`config.mk`:
```
export PLATFORM = sky130hd
export DESIGN_NAME = command_pwm_and_indicator_controller_flat
export DESIGN_NICKNAME = d
export VERILOG_FILES = /design/src/sv/cpic_pkg.sv /design/src/sv/cpic_cmd_if.sv /design/src/sv/cpic_res_if.sv /design/src/sv/command_pwm_and_indicator_controller.sv /design/src/flat_wrapper.sv
export SDC_FILE = /design/constraint.sdc
export NUM_CORES = 1
export LEC_CHECK = 0
export BUFFER_PORTS_ARGS = -buffer_cell sky130_fd_sc_hd__buf_2
export CAP_MARGIN = 20
export CORE_ASPECT_RATIO = 0.6
export CORE_MARGIN = 3
export CORE_UTILIZATION = 60
export CTS_CLUSTER_SIZE = 24
export DETAILED_ROUTE_END_ITERATION = 10
export HOLD_SLACK_MARGIN = 0.1
export PLACE_DENSITY_LB_ADDON = 0.08
export SKIP_LAST_GASP = 1
export SYNTH_ARGS = -nofsm -noshare
export SYNTH_HDL_FRONTEND = slang
export SYNTH_SLANG_ARGS = --single-unit
export TNS_END_PERCENT = 1
```
`constraint.sdc`:
```
create_clock -name clk_i -period 5.6 [get_ports clk_i]
set_input_delay 0.56 -clock clk_i [delete_from_list [all_inputs] [get_ports clk_i]]
set_output_delay 0.56 -clock clk_i [all_outputs]
set_load 0.005 [all_outputs]
```
`src/sv/cpic_pkg.sv`:
```
`timescale 1ns / 1ps

package cpic_pkg;

  // field widths
  localparam int DUTY_W     = 13;
  localparam int CMD_W      = 8;
  localparam int INC_W      = 8;
  localparam int STAGE_W    = 16;
  localparam int COUNT_W    = 18;
  localparam int STATUS_W   = 2;
  localparam int CFG_IDX_W  = 3;
  localparam int CFG_DATA_W = 16;

  // pwm and indicator constants
  localparam int PHASE_WRAP      = 5000;
  localparam int PHASE_INCREMENT = 10;
  localparam int LAMPS_PER_SIDE  = 4;

  typedef enum logic [CFG_IDX_W-1:0] {
    REG_STEER_LOW,
    REG_STEER_HIGH,
    REG_STEER_CENTRE,
    REG_SPEED_LOW,
    REG_SPEED_HIGH,
    REG_SPEED_NEUTRAL,
    REG_DUTY_INC,
    REG_STAGE_TICKS
  } reg_idx_e;

  typedef enum logic [STATUS_W-1:0] {
    STATUS_NONE,
    STATUS_FORWARD,
    STATUS_REVERSE,
    STATUS_STOPPED
  } status_e;

  typedef enum logic {
    MODE_CMD,
    MODE_TICK
  } mode_e;

  // command characters
  localparam logic [CMD_W-1:0] CHAR_A_LO = 8'h61;
  localparam logic [CMD_W-1:0] CHAR_A_UP = 8'h41;
  localparam logic [CMD_W-1:0] CHAR_B_LO = 8'h62;
  localparam logic [CMD_W-1:0] CHAR_B_UP = 8'h42;
  localparam logic [CMD_W-1:0] CHAR_C_LO = 8'h63;
  localparam logic [CMD_W-1:0] CHAR_C_UP = 8'h43;
  localparam logic [CMD_W-1:0] CHAR_D_LO = 8'h64;
  localparam logic [CMD_W-1:0] CHAR_D_UP = 8'h44;
  localparam logic [CMD_W-1:0] CHAR_G_LO = 8'h67;
  localparam logic [CMD_W-1:0] CHAR_G_UP = 8'h47;

  // register reset values
  localparam logic [DUTY_W-1:0]  RST_STEER_LOW     = 13'd330;
  localparam logic [DUTY_W-1:0]  RST_STEER_HIGH    = 13'd665;
  localparam logic [DUTY_W-1:0]  RST_STEER_CENTRE  = 13'd480;
  localparam logic [DUTY_W-1:0]  RST_SPEED_LOW     = 13'd420;
  localparam logic [DUTY_W-1:0]  RST_SPEED_HIGH    = 13'd485;
  localparam logic [DUTY_W-1:0]  RST_SPEED_NEUTRAL = 13'd460;
  localparam logic [INC_W-1:0]   RST_DUTY_INC      = 8'd10;
  localparam logic [STAGE_W-1:0] RST_STAGE_TICKS   = 16'd6250;

endpackage

```
`src/sv/cpic_cmd_if.sv`:
```
`timescale 1ns / 1ps

interface cpic_cmd_if;
  logic                       valid;
  logic                       ready;
  logic                       mode;
  logic [cpic_pkg::CMD_W-1:0] cmd_byte;

  modport source (output valid, mode, cmd_byte, input ready);
  modport sink   (input valid, mode, cmd_byte, output ready);
endinterface

```
`src/sv/cpic_res_if.sv`:
```
`timescale 1ns / 1ps

interface cpic_res_if;
  logic                          valid;
  logic                          ready;
  logic                          steer_pin;
  logic                          speed_pin;
  logic [cpic_pkg::LAMPS_PER_SIDE-1:0] left_lamps;
  logic [cpic_pkg::LAMPS_PER_SIDE-1:0] right_lamps;
  logic [cpic_pkg::STATUS_W-1:0] status_code;
  logic                          low_beam;
  logic                          reverse_lamp;
  logic                          brake_lamp;
  logic [cpic_pkg::DUTY_W-1:0]   steer_level;
  logic [cpic_pkg::DUTY_W-1:0]   speed_level;

  modport source (output valid, steer_pin, speed_pin, left_lamps, right_lamps,
                  status_code, low_beam, reverse_lamp, brake_lamp, steer_level,
                  speed_level, input ready);
  modport sink   (input valid, steer_pin, speed_pin, left_lamps, right_lamps,
                  status_code, low_beam, reverse_lamp, brake_lamp, steer_level,
                  speed_level, output ready);
endinterface

```
`src/sv/command_pwm_and_indicator_controller.sv`:
```
`timescale 1ns / 1ps

// Command PWM and indicator controller. Each request is either a received command byte
// (mode 0) or a timer tick (mode 1), and each one gives exactly one result holding every
// output level after that request. Command letters step the steering and speed duties
// within the configured bounds and set the indicator and lamp flags. Ticks advance the
// PWM phase, drive the two pins and run the sequential turn indicators. One request is
// taken every cycle while ready is high: all the work is a single pass of logic from
// the state registers into the result register, and the result appears in the cycle after
// the request is taken. Input ready follows the result register alone: it is high when
// that register is empty or its result is being taken in the same cycle. The user writes
// configuration through the plain write port only while the block is idle (not enforced).

module command_pwm_and_indicator_controller (
  input  logic                            clk_i,
  input  logic                            rst_ni,
  input  logic                            cfg_we_i,
  input  logic [cpic_pkg::CFG_IDX_W-1:0]  cfg_idx_i,
  input  logic [cpic_pkg::CFG_DATA_W-1:0] cfg_data_i,
  cpic_cmd_if.sink                        in_i,
  cpic_res_if.source                      out_o
);

  localparam int DW    = cpic_pkg::DUTY_W;
  localparam int LN    = cpic_pkg::LAMPS_PER_SIDE;
  localparam int CW    = cpic_pkg::COUNT_W;
  // stage thresholds reach stage_ticks * (lamps + 1)
  localparam int THR_W = cpic_pkg::STAGE_W + $clog2(LN + 2);
  localparam int CMP_W = (CW > THR_W) ? CW : THR_W;

  typedef struct packed {
    logic [CW-1:0] count;
    logic [LN-1:0] mask;
  } side_t;

  typedef struct packed {
    logic                          steer_pin;
    logic                          speed_pin;
    logic [LN-1:0]                 left_lamps;
    logic [LN-1:0]                 right_lamps;
    logic [cpic_pkg::STATUS_W-1:0] status_code;
    logic                          low_beam;
    logic                          reverse_lamp;
    logic                          brake_lamp;
    logic [DW-1:0]                 steer_level;
    logic [DW-1:0]                 speed_level;
  } res_t;

  // configuration registers
  logic [DW-1:0]                steer_low_q, steer_high_q, steer_centre_q;
  logic [DW-1:0]                speed_low_q, speed_high_q, speed_neutral_q;
  logic [cpic_pkg::INC_W-1:0]   duty_inc_q;
  logic [cpic_pkg::STAGE_W-1:0] stage_ticks_q;

  // block state
  logic [DW-1:0]                 steer_duty_q, steer_duty_d;
  logic [DW-1:0]                 speed_duty_q, speed_duty_d;
  logic [DW-1:0]                 phase_q, phase_d;
  logic                          left_act_q, left_act_d;
  logic                          right_act_q, right_act_d;
  side_t                         left_q, left_d;
  side_t                         right_q, right_d;
  logic [cpic_pkg::STATUS_W-1:0] status_q, status_d;
  logic                          low_beam_q, low_beam_d;
  logic                          reverse_q, reverse_d;
  logic                          brake_q, brake_d;
  logic                          steer_pin_q, steer_pin_d;
  logic                          speed_pin_q, speed_pin_d;

  // result register
  res_t res_q;
  logic out_valid_q;

  logic          in_ready;
  logic          in_accept;
  logic [DW:0]   phase_sum;

  // saturating step up: anything past the ceiling lands on it
  function automatic logic [DW-1:0] step_up(logic [DW-1:0] duty, logic [DW-1:0] ceil_v,
                                            logic [cpic_pkg::INC_W-1:0] inc);
    logic [DW:0] nxt;
    nxt = {1'b0, duty} + (DW + 1)'(inc);
    if (nxt > {1'b0, ceil_v}) begin
      return ceil_v;
    end
    return nxt[DW-1:0];
  endfunction

  // saturating step down: below floor plus step lands on the floor
  function automatic logic [DW-1:0] step_down(logic [DW-1:0] duty, logic [DW-1:0] floor_v,
                                              logic [cpic_pkg::INC_W-1:0] inc);
    logic [DW:0] lim;
    lim = {1'b0, floor_v} + (DW + 1)'(inc);
    if ({1'b0, duty} >= lim) begin
      return duty - DW'(inc);
    end
    return floor_v;
  endfunction

  // one tick of a sequential indicator side
  function automatic side_t run_side(logic active, side_t cur,
                                     logic [cpic_pkg::STAGE_W-1:0] stage);
    side_t        nxt;
    logic         found;
    logic [THR_W-1:0] thr;
    nxt   = cur;
    found = 1'b0;
    if (!active) begin
      nxt.count = '0;
      nxt.mask  = '0;
    end else begin
      nxt.count = cur.count + CW'(1);
      for (int k = 0; k <= LN; k++) begin
        thr = THR_W'(stage) * THR_W'(k + 1);
        if (!found && (CMP_W'(nxt.count) < CMP_W'(thr))) begin
          found = 1'b1;
          if (k < LN) begin
            nxt.mask[k] = 1'b1;
          end else begin
            // stage after the last lamp: clear and restart
            nxt.mask  = '0;
            nxt.count = '0;
          end
        end
      end
    end
    return nxt;
  endfunction

  assign in_ready  = !out_valid_q || out_o.ready;
  assign in_accept = in_i.valid && in_ready;
  assign in_i.ready = in_ready;

  // phase stays below the wrap, so one subtract brings the sum back into range
  assign phase_sum = {1'b0, phase_q} + (DW + 1)'(cpic_pkg::PHASE_INCREMENT);

  always_comb begin
    steer_duty_d = steer_duty_q;
    speed_duty_d = speed_duty_q;
    phase_d      = phase_q;
    left_act_d   = left_act_q;
    right_act_d  = right_act_q;
    left_d       = left_q;
    right_d      = right_q;
    status_d     = status_q;
    low_beam_d   = low_beam_q;
    reverse_d    = reverse_q;
    brake_d      = brake_q;
    steer_pin_d  = steer_pin_q;
    speed_pin_d  = speed_pin_q;

    if (cpic_pkg::mode_e'(in_i.mode) == cpic_pkg::MODE_TICK) begin
      // pin high while the advanced phase is below the duty
      steer_pin_d = phase_sum < {1'b0, steer_duty_q};
      speed_pin_d = phase_sum < {1'b0, speed_duty_q};
      if (phase_sum >= (DW + 1)'(cpic_pkg::PHASE_WRAP)) begin
        phase_d = DW'(phase_sum - (DW + 1)'(cpic_pkg::PHASE_WRAP));
      end else begin
        phase_d = phase_sum[DW-1:0];
      end
      left_d  = run_side(left_act_q, left_q, stage_ticks_q);
      right_d = run_side(right_act_q, right_q, stage_ticks_q);
    end else begin
      // every command drops the brake first
      brake_d = 1'b0;
      unique case (in_i.cmd_byte)
        cpic_pkg::CHAR_D_LO, cpic_pkg::CHAR_D_UP: begin
          steer_duty_d = step_up(steer_duty_q, steer_high_q, duty_inc_q);
          left_act_d   = 1'b1;
        end
        cpic_pkg::CHAR_B_LO, cpic_pkg::CHAR_B_UP: begin
          steer_duty_d = step_down(steer_duty_q, steer_low_q, duty_inc_q);
          right_act_d  = 1'b1;
        end
        cpic_pkg::CHAR_A_LO, cpic_pkg::CHAR_A_UP: begin
          speed_duty_d = step_up(speed_duty_q, speed_high_q, duty_inc_q);
          status_d     = cpic_pkg::STATUS_FORWARD;
          low_beam_d   = 1'b1;
        end
        cpic_pkg::CHAR_C_LO, cpic_pkg::CHAR_C_UP: begin
          speed_duty_d = step_down(speed_duty_q, speed_low_q, duty_inc_q);
          status_d     = cpic_pkg::STATUS_REVERSE;
          reverse_d    = 1'b1;
        end
        cpic_pkg::CHAR_G_LO, cpic_pkg::CHAR_G_UP: begin
          steer_duty_d = steer_centre_q;
          left_act_d   = 1'b0;
          right_act_d  = 1'b0;
        end
        default: begin
          // unrecognised byte: neutral speed and stop
          speed_duty_d = speed_neutral_q;
          status_d     = cpic_pkg::STATUS_STOPPED;
          low_beam_d   = 1'b0;
          reverse_d    = 1'b0;
          brake_d      = 1'b1;
          left_act_d   = 1'b0;
          right_act_d  = 1'b0;
        end
      endcase
    end
  end

  // configuration port, only data bits that the register holds are kept
  always_ff @(posedge clk_i or negedge rst_ni) begin
    if (!rst_ni) begin
      steer_low_q     <= cpic_pkg::RST_STEER_LOW;
      steer_high_q    <= cpic_pkg::RST_STEER_HIGH;
      steer_centre_q  <= cpic_pkg::RST_STEER_CENTRE;
      speed_low_q     <= cpic_pkg::RST_SPEED_LOW;
      speed_high_q    <= cpic_pkg::RST_SPEED_HIGH;
      speed_neutral_q <= cpic_pkg::RST_SPEED_NEUTRAL;
      duty_inc_q      <= cpic_pkg::RST_DUTY_INC;
      stage_ticks_q   <= cpic_pkg::RST_STAGE_TICKS;
    end else if (cfg_we_i) begin
      unique case (cpic_pkg::reg_idx_e'(cfg_idx_i))
        cpic_pkg::REG_STEER_LOW:     steer_low_q     <= cfg_data_i[DW-1:0];
        cpic_pkg::REG_STEER_HIGH:    steer_high_q    <= cfg_data_i[DW-1:0];
        cpic_pkg::REG_STEER_CENTRE:  steer_centre_q  <= cfg_data_i[DW-1:0];
        cpic_pkg::REG_SPEED_LOW:     speed_low_q     <= cfg_data_i[DW-1:0];
        cpic_pkg::REG_SPEED_HIGH:    speed_high_q    <= cfg_data_i[DW-1:0];
        cpic_pkg::REG_SPEED_NEUTRAL: speed_neutral_q <= cfg_data_i[DW-1:0];
        cpic_pkg::REG_DUTY_INC:      duty_inc_q      <= cfg_data_i[cpic_pkg::INC_W-1:0];
        cpic_pkg::REG_STAGE_TICKS:   stage_ticks_q   <= cfg_data_i[cpic_pkg::STAGE_W-1:0];
        default: ;
      endcase
    end
  end

  // state advances only on a taken request
  always_ff @(posedge clk_i or negedge rst_ni) begin
    if (!rst_ni) begin
      steer_duty_q <= '0;
      speed_duty_q <= '0;
      phase_q      <= '0;
      left_act_q   <= 1'b0;
      right_act_q  <= 1'b0;
      left_q       <= '0;
      right_q      <= '0;
      status_q     <= cpic_pkg::STATUS_NONE;
      low_beam_q   <= 1'b0;
      reverse_q    <= 1'b0;
      brake_q      <= 1'b0;
      steer_pin_q  <= 1'b0;
      speed_pin_q  <= 1'b0;
    end else if (in_accept) begin
      steer_duty_q <= steer_duty_d;
      speed_duty_q <= speed_duty_d;
      phase_q      <= phase_d;
      left_act_q   <= left_act_d;
      right_act_q  <= right_act_d;
      left_q       <= left_d;
      right_q      <= right_d;
      status_q     <= status_d;
      low_beam_q   <= low_beam_d;
      reverse_q    <= reverse_d;
      brake_q      <= brake_d;
      steer_pin_q  <= steer_pin_d;
      speed_pin_q  <= speed_pin_d;
    end
  end

  // result valid flag
  always_ff @(posedge clk_i or negedge rst_ni) begin
    if (!rst_ni) begin
      out_valid_q <= 1'b0;
    end else if (in_accept) begin
      out_valid_q <= 1'b1;
    end else if (out_o.ready) begin
      out_valid_q <= 1'b0;
    end
  end

  // result payload, loaded with the state after the request
  always_ff @(posedge clk_i) begin
    if (in_accept) begin
      res_q.steer_pin    <= steer_pin_d;
      res_q.speed_pin    <= speed_pin_d;
      res_q.left_lamps   <= left_d.mask;
      res_q.right_lamps  <= right_d.mask;
      res_q.status_code  <= status_d;
      res_q.low_beam     <= low_beam_d;
      res_q.reverse_lamp <= reverse_d;
      res_q.brake_lamp   <= brake_d;
      res_q.steer_level  <= steer_duty_d;
      res_q.speed_level  <= speed_duty_d;
    end
  end

  assign out_o.valid        = out_valid_q;
  assign out_o.steer_pin    = res_q.steer_pin;
  assign out_o.speed_pin    = res_q.speed_pin;
  assign out_o.left_lamps   = res_q.left_lamps;
  assign out_o.right_lamps  = res_q.right_lamps;
  assign out_o.status_code  = res_q.status_code;
  assign out_o.low_beam     = res_q.low_beam;
  assign out_o.reverse_lamp = res_q.reverse_lamp;
  assign out_o.brake_lamp   = res_q.brake_lamp;
  assign out_o.steer_level  = res_q.steer_level;
  assign out_o.speed_level  = res_q.speed_level;

endmodule

```
`src/flat_wrapper.sv`:
```
// flat-port wrapper written by rule: the top's interface ports become plain ports
module command_pwm_and_indicator_controller_flat 
  (clk_i, rst_ni, cfg_we_i, cfg_idx_i, cfg_data_i, in_i_valid, in_i_mode, in_i_cmd_byte, in_i_ready, out_o_valid, out_o_steer_pin, out_o_speed_pin, out_o_left_lamps, out_o_right_lamps, out_o_status_code, out_o_low_beam, out_o_reverse_lamp, out_o_brake_lamp, out_o_steer_level, out_o_speed_level, out_o_ready);
  cpic_cmd_if in_i_i ();
  cpic_res_if out_o_i ();
  input  logic clk_i;
  input  logic rst_ni;
  input  logic cfg_we_i;
  input  logic [cpic_pkg::CFG_IDX_W-1:0] cfg_idx_i;
  input  logic [cpic_pkg::CFG_DATA_W-1:0] cfg_data_i;
  input wire logic [$bits(in_i_i.valid)-1:0] in_i_valid;
  input wire logic [$bits(in_i_i.mode)-1:0] in_i_mode;
  input wire logic [$bits(in_i_i.cmd_byte)-1:0] in_i_cmd_byte;
  output wire logic [$bits(in_i_i.ready)-1:0] in_i_ready;
  output wire logic [$bits(out_o_i.valid)-1:0] out_o_valid;
  output wire logic [$bits(out_o_i.steer_pin)-1:0] out_o_steer_pin;
  output wire logic [$bits(out_o_i.speed_pin)-1:0] out_o_speed_pin;
  output wire logic [$bits(out_o_i.left_lamps)-1:0] out_o_left_lamps;
  output wire logic [$bits(out_o_i.right_lamps)-1:0] out_o_right_lamps;
  output wire logic [$bits(out_o_i.status_code)-1:0] out_o_status_code;
  output wire logic [$bits(out_o_i.low_beam)-1:0] out_o_low_beam;
  output wire logic [$bits(out_o_i.reverse_lamp)-1:0] out_o_reverse_lamp;
  output wire logic [$bits(out_o_i.brake_lamp)-1:0] out_o_brake_lamp;
  output wire logic [$bits(out_o_i.steer_level)-1:0] out_o_steer_level;
  output wire logic [$bits(out_o_i.speed_level)-1:0] out_o_speed_level;
  input wire logic [$bits(out_o_i.ready)-1:0] out_o_ready;
  assign in_i_i.valid = in_i_valid;
  assign in_i_i.mode = in_i_mode;
  assign in_i_i.cmd_byte = in_i_cmd_byte;
  assign in_i_ready = in_i_i.ready;
  assign out_o_valid = out_o_i.valid;
  assign out_o_steer_pin = out_o_i.steer_pin;
  assign out_o_speed_pin = out_o_i.speed_pin;
  assign out_o_left_lamps = out_o_i.left_lamps;
  assign out_o_right_lamps = out_o_i.right_lamps;
  assign out_o_status_code = out_o_i.status_code;
  assign out_o_low_beam = out_o_i.low_beam;
  assign out_o_reverse_lamp = out_o_i.reverse_lamp;
  assign out_o_brake_lamp = out_o_i.brake_lamp;
  assign out_o_steer_level = out_o_i.steer_level;
  assign out_o_speed_level = out_o_i.speed_level;
  assign out_o_i.ready = out_o_ready;
  command_pwm_and_indicator_controller u_core (.clk_i(clk_i), .rst_ni(rst_ni), .cfg_we_i(cfg_we_i), .cfg_idx_i(cfg_idx_i), .cfg_data_i(cfg_data_i), .in_i(in_i_i), .out_o(out_o_i));
endmodule
```
==> reports/metrics.yaml, run 1 <==
floorplan:
  dieArea_mm2: 0.0367
  ios: 76
  row_count: 51
  die_y_um: 150
  die_w_um: 245
  fp.coreArea_mm2: 0.0331
  start_util: 0.623
power:
  irDropWorstVdd_v: 0.000285
  leakagePower_nw: 10.3
  power.share.sequential: 0.277
  clkPwrFrac: 0.199
  power.share.switching: 0.436
  pwr-share-comb: 0.524
  switchingPower_mw: 3.73
  p_total_mw: 8.54
  powerDensity_mw_per_mm2: 381
  intPower_mw: 4.82
clock_tree:
  htree_levels: 1
  clkLatencyLatePin_ns: 0.55
  cts_tree: "done"
  cts.sinks: 235
  cts-root-buf: "clkbuf_16"
  path_clk_slew_ns: 0.07
  clockBufferDepth: 3
  cts_setup_buffers: 0
  numCtsBuffers: 24
setup_path:
  worstReg2RegStart: "u_core.stage_ticks_q[3]$_DFFE_PN1P_"
  path_common_cell: "ha_1"
  critPathBufInv: 3
  cp_top_family: "compound AO/OA/AOI/OAI gates"
  crit_required_ns: 6.03
  ff2ff_path_depth: 23
  start_kind: "flip-flop"
  max_stage_delay_ns: 0.60
  cp.arrival_ns: 5.73
  path_class: "flip-flop to flip-flop"
  end_kind: "flip-flop"
  crit_chain: "ha_1, ha_1, inv_1, fa_1, nor2b_1, o21ai_0, a21oi_1, o21a_1, o21ai_1, a21boi_0, o21a_1, or2_2, ha_1, a211o_1, a2111oi_1, o211a_1, nor4_1, o32ai_1, buf_4, nand4_4, buf_4, a31oi_1, mux2i_1"
  r2r_slack_ns: 0.30
  path_max_fanout: 9
  critPathSlowestCell: "dfstp_2"
  rr_endpoint: "u_core.right_q[19]$_DFFE_PN0P_"
drt:
  wirelength_um: 64000
  vias: 18200
  highest_layer: "met4"
  via_per_inst: 6.56
  drc_errors: 0
  ant_nets: 0
  dr_wl_met2_um: 23700
  drt-wirelength-per-cell_um: 23.1
  first_pass_iters: 6
  wl_met3_um: 8700
  drtIter0Drc: 1903
  wl_met1_um: 30400
timing:
  setup-tns-final_ns: 0
  drv_slew: 0
  timing.fmax_mhz: 189
  period_needed_ns: 5.30
  holdWs_ns: 0.224
  finalHoldViolCount: 0
  rsz0062_at_grt: "yes"
  final.setup.worst_slack_ns: 0.296
  fin_crit_sh: 0.947
  slew_headroom: 0.215
  skew_ns: 0.0224
  setup_violations: 0
  worst_pin_slew_ns: 1.17
logic_synthesis:
  syn-num-nets: 2605
  ys.flop_type: "dfrtp_1"
  async_reset_ff_frac: 0.826
  syn_area_per_cell_um2: 9.22
  synthDistinctLibCells: 93
  synthCells: 2237
  netlist.top_cell.by_area: "ha_1"
  ys_warn_count: 0
  seq_area_frac_synth: 0.297
  synth_edf_count: 41
  yosys-top-cells-area: "ha_1 (20%), dfrtp_1 (19%), edfxtp_1 (6.0%)"
  yosys_register_bits: 235
  yosysTopAreaCellShare: 0.198
  syn_area_mm2: 0.0206
grt:
  grt_pass1_wl_um: 96800
  antenna_found_initial: 2
  grt_max_degree: 159
  grt_pass1_vias: 16800
  grt.overflow.total: 0
  groute.usage.overall: 0.344
run:
  max_cap_viol_count: 0
hold_path:
  hp-start: "in_i_valid"
  min_to: "u_core.out_o.valid$_DFFE_PN0P_"
  hp-class: "input pin to flip-flop"
  hold_depth: 2
placement:
  place_congestion: 0.981
  place_ws_ns: 0.221
  portBuffers: 74
  detailed_place_hpwl_um: 50100
  place_inst: 2722
cells_and_area:
  area_growth_pct: 8.70
  final_cells: 2772
  layout-drive-gt1-share: 0.141
  finalNetCount: 2669
run_status:
  status: "complete, no violations"
## worst max path at each step
stage / from / to / slack [ns] / depth (start not counted)
2_1_floorplan: u_core.stage_ticks_q[1]$_DFFE_PN1P_ / u_core.out_o.right_lamps[0]$_DFFE_PP_ / 0.85 / 21
3_3_place_gp: u_core.stage_ticks_q[1]$_DFFE_PN1P_ / u_core.left_q[13]$_DFFE_PN0P_ / 0.39 / 23
3_5_place_dp: u_core.stage_ticks_q[3]$_DFFE_PN1P_ / u_core.right_q[19]$_DFFE_PN0P_ / 0.22 / 23
4_1_cts: u_core.stage_ticks_q[3]$_DFFE_PN1P_ / u_core.right_q[19]$_DFFE_PN0P_ / 0.22 / 23
5_1_grt: u_core.stage_ticks_q[3]$_DFFE_PN1P_ / u_core.right_q[19]$_DFFE_PN0P_ / -0.09 / 23
6_report: u_core.stage_ticks_q[3]$_DFFE_PN1P_ / u_core.right_q[19]$_DFFE_PN0P_ / 0.30 / 23
## layout by cell type, fill, tap and decap left out, drive strengths merged, types with 34 or more instances in the layout
master  Yosys  layout
mux2i      34      34
a21oi     160     160
nor2      114     114
inv       150     150
dfrtp     158     158
a31oi      39      39
xor2       40      40
mux2       93      93
xnor2      94      94
nand3      61      61
dfstp      36      36
a21o       37      37
nor3       38      38
nand4      38      38
nand2     194     194
o21ai     134     134
ha        327     327
edfxtp     41      41
buf        15     110
## power by group through the flow
stage | logic (mW) | registers (mW) | clock network [mW]
2_1_floorplan | 3.16 | 2.27 | 0
3_3_place_gp | 4.15 | 2.37 | 0
3_5_place_dp | 4.31 | 2.38 | 0
4_1_cts | 4.36 | 2.35 | 1.72
5_1_grt | 4.95 | 2.40 | 1.78
6_report | 4.48 | 2.37 | 1.70
## area by class of cell
class,count,area (um^2)
well taps,450,563
multi-input cells,1776,13600
flip-flops and latches,235,6130
fillers,2655,10700
repair buffers,112,694
clock inverters,19,206
inverters,152,571
clock buffers,25,604
diodes,3,7.51
## per-stage QoR
stage | util | cell area [um^2]
after floorplan | - | 20600
after global placement | 0.651 | 21500
after detailed placement | 0.651 | 21600
after CTS | 0.676 | 22400
after global routing | 0.677 | 22400
final | 0.677 | 22400
## kinds of logic after synthesis
logic type	Yosys count	synth area share
adders and majority gates	336	0.207
AOI/OAI and AO/OA	594	0.190
and+or+nand+nor	585	0.139
buffers and inverters	226	0.0428
xor gates and xnor gates	134	0.0569
muxes	127	0.0673
DFF	235	0.297
## layer usage
layer,up-vias,global-route usage
met4,0,0.0737
met3,94,0.104
met5,-,0
met1,8722,0.547
li1,8379,-
met2,986,0.448
## cell usage after synthesis (all sizes together), types with 8 or more instances
cell type / n
o21bai: 13
nor2: 114
nand3: 61
nor3b: 8
a31oi: 39
o221a: 10
dfstp: 36
o21ai: 134
nand4: 38
ha: 327
nor3: 38
or2: 13
dfrtp: 158
edfxtp: 41
buf: 15
o32ai: 13
xor2: 40
o22ai: 11
nor2b: 24
a21oi: 160
o211ai: 19
xnor2: 94
a21o: 37
mux2i: 34
or3: 9
and3: 27
a2111oi: 8
o2111ai: 8
nor4: 9
a211o: 13
clkbuf: 59
a211oi: 15
and2: 8
fa: 8
a22o: 18
nand2b: 23
mux2: 93
nand2: 194
o21a: 30
inv: 150
## state kept, by name (all words and copies together), names as in the netlist, 2 cells and up
signal and count:
u_core.status_q 2, u_core.steer_centre_q 13, u_core.steer_high_q 13, u_core.speed_low_q 13
u_core.out_o.left_lamps 4, u_core.duty_inc_q 8, u_core.steer_low_q 13, u_core.stage_ticks_q 16
u_core.phase_q 12, u_core.out_o.speed_level 13, u_core.speed_high_q 13, u_core.steer_duty_q 13
u_core.speed_duty_q 13, u_core.out_o.status_code 2, u_core.right_q 22, u_core.out_o.right_lamps 4
u_core.speed_neutral_q 13, u_core.out_o.steer_level 13, u_core.left_q 22
## what timing repair did
item | in CTS | in global routing
hold endpoints to repair | 33 | 0
endpoints found under the setup margin | 0 | 50
hold buffers | 1 | 0
resized for setup | 0 | 4
## worst reg2reg max path: stages (launching register included)
cell and delay, ns:
dfstp_2 0.60, ha_1 0.25, ha_1 0.21, inv_1 0.07, fa_1 0.20, nor2b_1 0.05, o21ai_0 0.20, a21oi_1 0.13
o21a_1 0.20, o21ai_1 0.19, a21boi_0 0.14, o21a_1 0.21, or2_2 0.34, ha_1 0.21, a211o_1 0.31, a2111oi_1 0.31
o211a_1 0.20, nor4_1 0.05, o32ai_1 0.33, buf_4 0.21, nand4_4 0.17, buf_4 0.25, a31oi_1 0.22, mux2i_1 0.13
No activity file was read; power rests on OpenSTA's default activity.
==> run 2: changes to the inputs <==
CTS_BUF_LIST = sky130_fd_sc_hd__clkbuf_16   (was default)
GPL_TIMING_DRIVEN = 0   (was default)
==> run 2 against run 1 <==
  * Critical path depth decreased by 2
  * Via count increased by 2.0%
  * Largest power group unchanged
  * Hold slack got worse by 0.031 ns
  * Clock skew about the same
  * Final cell count increased by 1.4%
  * Power increased by 1.5%
==> reports/metrics.yaml, run 2 (synthesis results as in run 1) <==
timing:
  final.setup.worst_slack_ns: 0.0540  # was 0.296 ns
  period_needed_ns: 5.55  # was 5.30 ns
  setup_violations: 0  # unchanged
  holdWs_ns: 0.193  # was 0.224 ns
  finalHoldViolCount: 0  # unchanged
  slew_headroom: 0.286  # was 0.215
  setup-tns-final_ns: 0  # unchanged
  skew_ns: 0.0220  # was 0.0224 ns
  timing.fmax_mhz: 180  # was 189 MHz
  drv_slew: 0  # unchanged
  fin_crit_sh: 0.990  # was 0.947
  worst_pin_slew_ns: 1.06  # was 1.17 ns
  rsz0062_at_grt: "yes"  # unchanged
floorplan:
  start_util: 0.623  # unchanged
  dieArea_mm2: 0.0367  # unchanged
  ios: 76  # unchanged
  die_y_um: 150  # unchanged
  row_count: 51  # unchanged
  die_w_um: 245  # unchanged
  fp.coreArea_mm2: 0.0331  # unchanged
setup_path:
  crit_required_ns: 6.06  # was 6.03 ns
  path_max_fanout: 10  # was 9
  start_kind: "flip-flop"  # unchanged
  path_class: "flip-flop to flip-flop"  # unchanged
  end_kind: "flip-flop"  # unchanged
  path_common_cell: "ha_1"  # unchanged
  crit_chain: "ha_1, ha_1, inv_1, fa_1, nor2b_1, o21ai_0, a21oi_1, o21a_1, o21ai_1, a21boi_0, o21a_1, or2_2, ha_1, a211o_1, a2111oi_1, o211a_1, nor4_1, o32ai_4, nand4_4, buf_4, a22o_1"  # was ha_1, ha_1, inv_1, fa_1, nor2b_1, o21ai_0, a21oi_1, o21a_1, o21ai_1, a21boi_0, o21a_1, or2_2, ha_1, a211o_1, a2111oi_1, o211a_1, nor4_1, o32ai_1, buf_4, nand4_4, buf_4, a31oi_1, mux2i_1
  max_stage_delay_ns: 0.61  # was 0.60 ns
  critPathSlowestCell: "dfstp_2"  # unchanged
  cp.arrival_ns: 6.01  # was 5.73 ns
run_status:
  status: "complete, no violations"  # unchanged
hold_path:
  hp-class: "input pin to flip-flop"  # unchanged
cells_and_area:
  design_area_mm2: 0.0226  # was 0.0224 mm^2
  mostFrequentLayoutCell: "ha_1"  # unchanged
  finalNetCount: 2709  # was 2669
  layout-drive-gt1-share: 0.129  # was 0.141
  top_regs: "u_core.left_q: 22 flops, u_core.right_q: 22 flops, u_core.stage_ticks_q: 16 flops"  # unchanged
  layout_common_cells: "ha_1 (327), nand2_1 (191), a21oi_1 (160), dfrtp_1 (158), inv_1 (152)"  # was ha_1 (327), nand2_1 (192), a21oi_1 (160), dfrtp_1 (158), inv_1 (149)
  post-route-util: 0.681  # was 0.677
  area_growth_pct: 9.34  # was 8.70%
grt:
  grt_pass1_wl_um: 101000  # was 96800 um
  grt_pass1_vias: 17400  # was 16.8k
  groute.usage.overall: 0.360  # was 0.344
  antenna_found_initial: 2  # unchanged
  grt.overflow.total: 0  # unchanged
  grt_max_degree: 115  # was 159
clock_tree:
  path_clk_slew_ns: 0.07  # about the same
  clkLatencyLatePin_ns: 0.58  # was 0.55 ns
  clockBufferDepth: 3  # unchanged
  numCtsBuffers: 25  # was 24
  htree_levels: 1  # unchanged
  cts_tree: "done"  # unchanged
  cts.sinks: 235  # unchanged
  cts-root-buf: "clkbuf_16"  # unchanged
placement:
  portBuffers: 69  # was 74
  place_congestion: 1.05  # was 0.981
  detailed_place_hpwl_um: 52300  # was 50100 um
  placed_area_mm2: 0.0216  # about the same
  place_ws_ns: -0.602  # was 0.221 ns
drt:
  drt-wirelength-per-cell_um: 23.6  # was 23.1 um
  drc_errors: 0  # unchanged
  drtIter0Drc: 2260  # was 1903
  ant_nets: 0  # unchanged
  wirelength_um: 66400  # was 64000 um
  first_pass_iters: 7  # was 6
  via_per_inst: 6.60  # was 6.56
  vias: 18500  # was 18.2k
power:
  irDropWorstVdd_v: 0.000285  # about the same
  powerDensity_mw_per_mm2: 384  # was 381 mW/mm^2
  leakagePower_nw: 10.4  # was 10.3 nW
run:
  max_cap_viol_count: 0  # unchanged
run 2: changes by cell type in the layout (fill, tap and decap cells not counted), sizes merged:
cell / before / now
clkinvlp: 2 / 3
buf: 110 / 88
diode: 3 / 1
bufinv: 4 / 3
nand4: 38 / 39
inv: 150 / 156
nand2: 194 / 195
clkinv: 15 / 10
clkbuf: 26 / 86
run 2: worst paths after layout:
path	start	end	slack, ns	cells past startpoint
max	u_core.stage_ticks_q[1]$_DFFE_PN1P_	u_core.right_q[17]$_DFFE_PN0P_	0.05	21
min	in_i_valid	u_core.out_o.valid$_DFFE_PN0P_	0.19	2
max reg2reg	u_core.stage_ticks_q[1]$_DFFE_PN1P_	u_core.right_q[17]$_DFFE_PN0P_	0.05	21
min reg2reg	u_core.brake_q$_DFFE_PN0P_	u_core.brake_q$_DFFE_PN0P_	0.49	2
max in group asynchronous	rst_ni	u_core.speed_high_q[9]$_DFFE_PN0P_	3.92	3
min in group asynchronous	rst_ni	u_core.left_q[1]$_DFFE_PN0P_	0.57	2
run 2: report_power, final:
| part | internal, mW | switching [mW] | total [mW] |
|---|---|---|---|
| clock | 0.995 | 0.793 | 1.79 |
| sequential | 2.05 | 0.323 | 2.37 |
| combinational | 1.79 | 2.72 | 4.51 |
run 2: area by class of cell:
| class | instances | area [um^2] |
|---|---|---|
| clock inverters | 20 | 209 |
| plain buffers | 74 | 312 |
| repair buffers | 75 | 435 |
| flip-flops and latches | 235 | 6130 |
| fillers | 2604 | 10600 |
| inverters | 152 | 571 |
| well taps | 450 | 563 |
| diodes | 1 | 2.50 |
| multi-input cells | 1778 | 13700 |
| clock buffers | 26 | 651 |
run 2: per-layer routing:
metal / routed length, um / part of all wire / global-route usage
met2: 25000 / 0.38 / 0.475
met1: 30500 / 0.46 / 0.552
met4: 1200 / 0.018 / 0.0657
met3: 9660 / 0.15 / 0.138
met5: 0 / 0 / 0
run 2: worst max-delay path, delay by kind of cell (launching register included):
family,cells,cell delay (ns)
adders and majority gates,4,0.92
DFF,1,0.61
and+or+nand+nor,4,0.71
AOI/OAI and AO/OA,11,2.84
buffers and inverters,2,0.36
run 2: stage by stage:
| stage | cells | power, mW |
|---|---|---|
| 2_1_floorplan | 2237 | 5.43 |
| 3_3_place_gp | 2756 | 6.52 |
| 3_5_place_dp | 2759 | 6.71 |
| 4_1_cts | 2806 | 8.52 |
| 5_1_grt | 2811 | 9.25 |
| 6_report | 2811 | 8.67 |
run 2: timing repair:
item,CTS,global route
gates resized for setup,4,7
endpoints found under the hold margin,71,0
setup endpoints to repair,30,64
cloned,0,2
hold buffers,1,0
pin swaps,1,3
buffers inserted,0,1
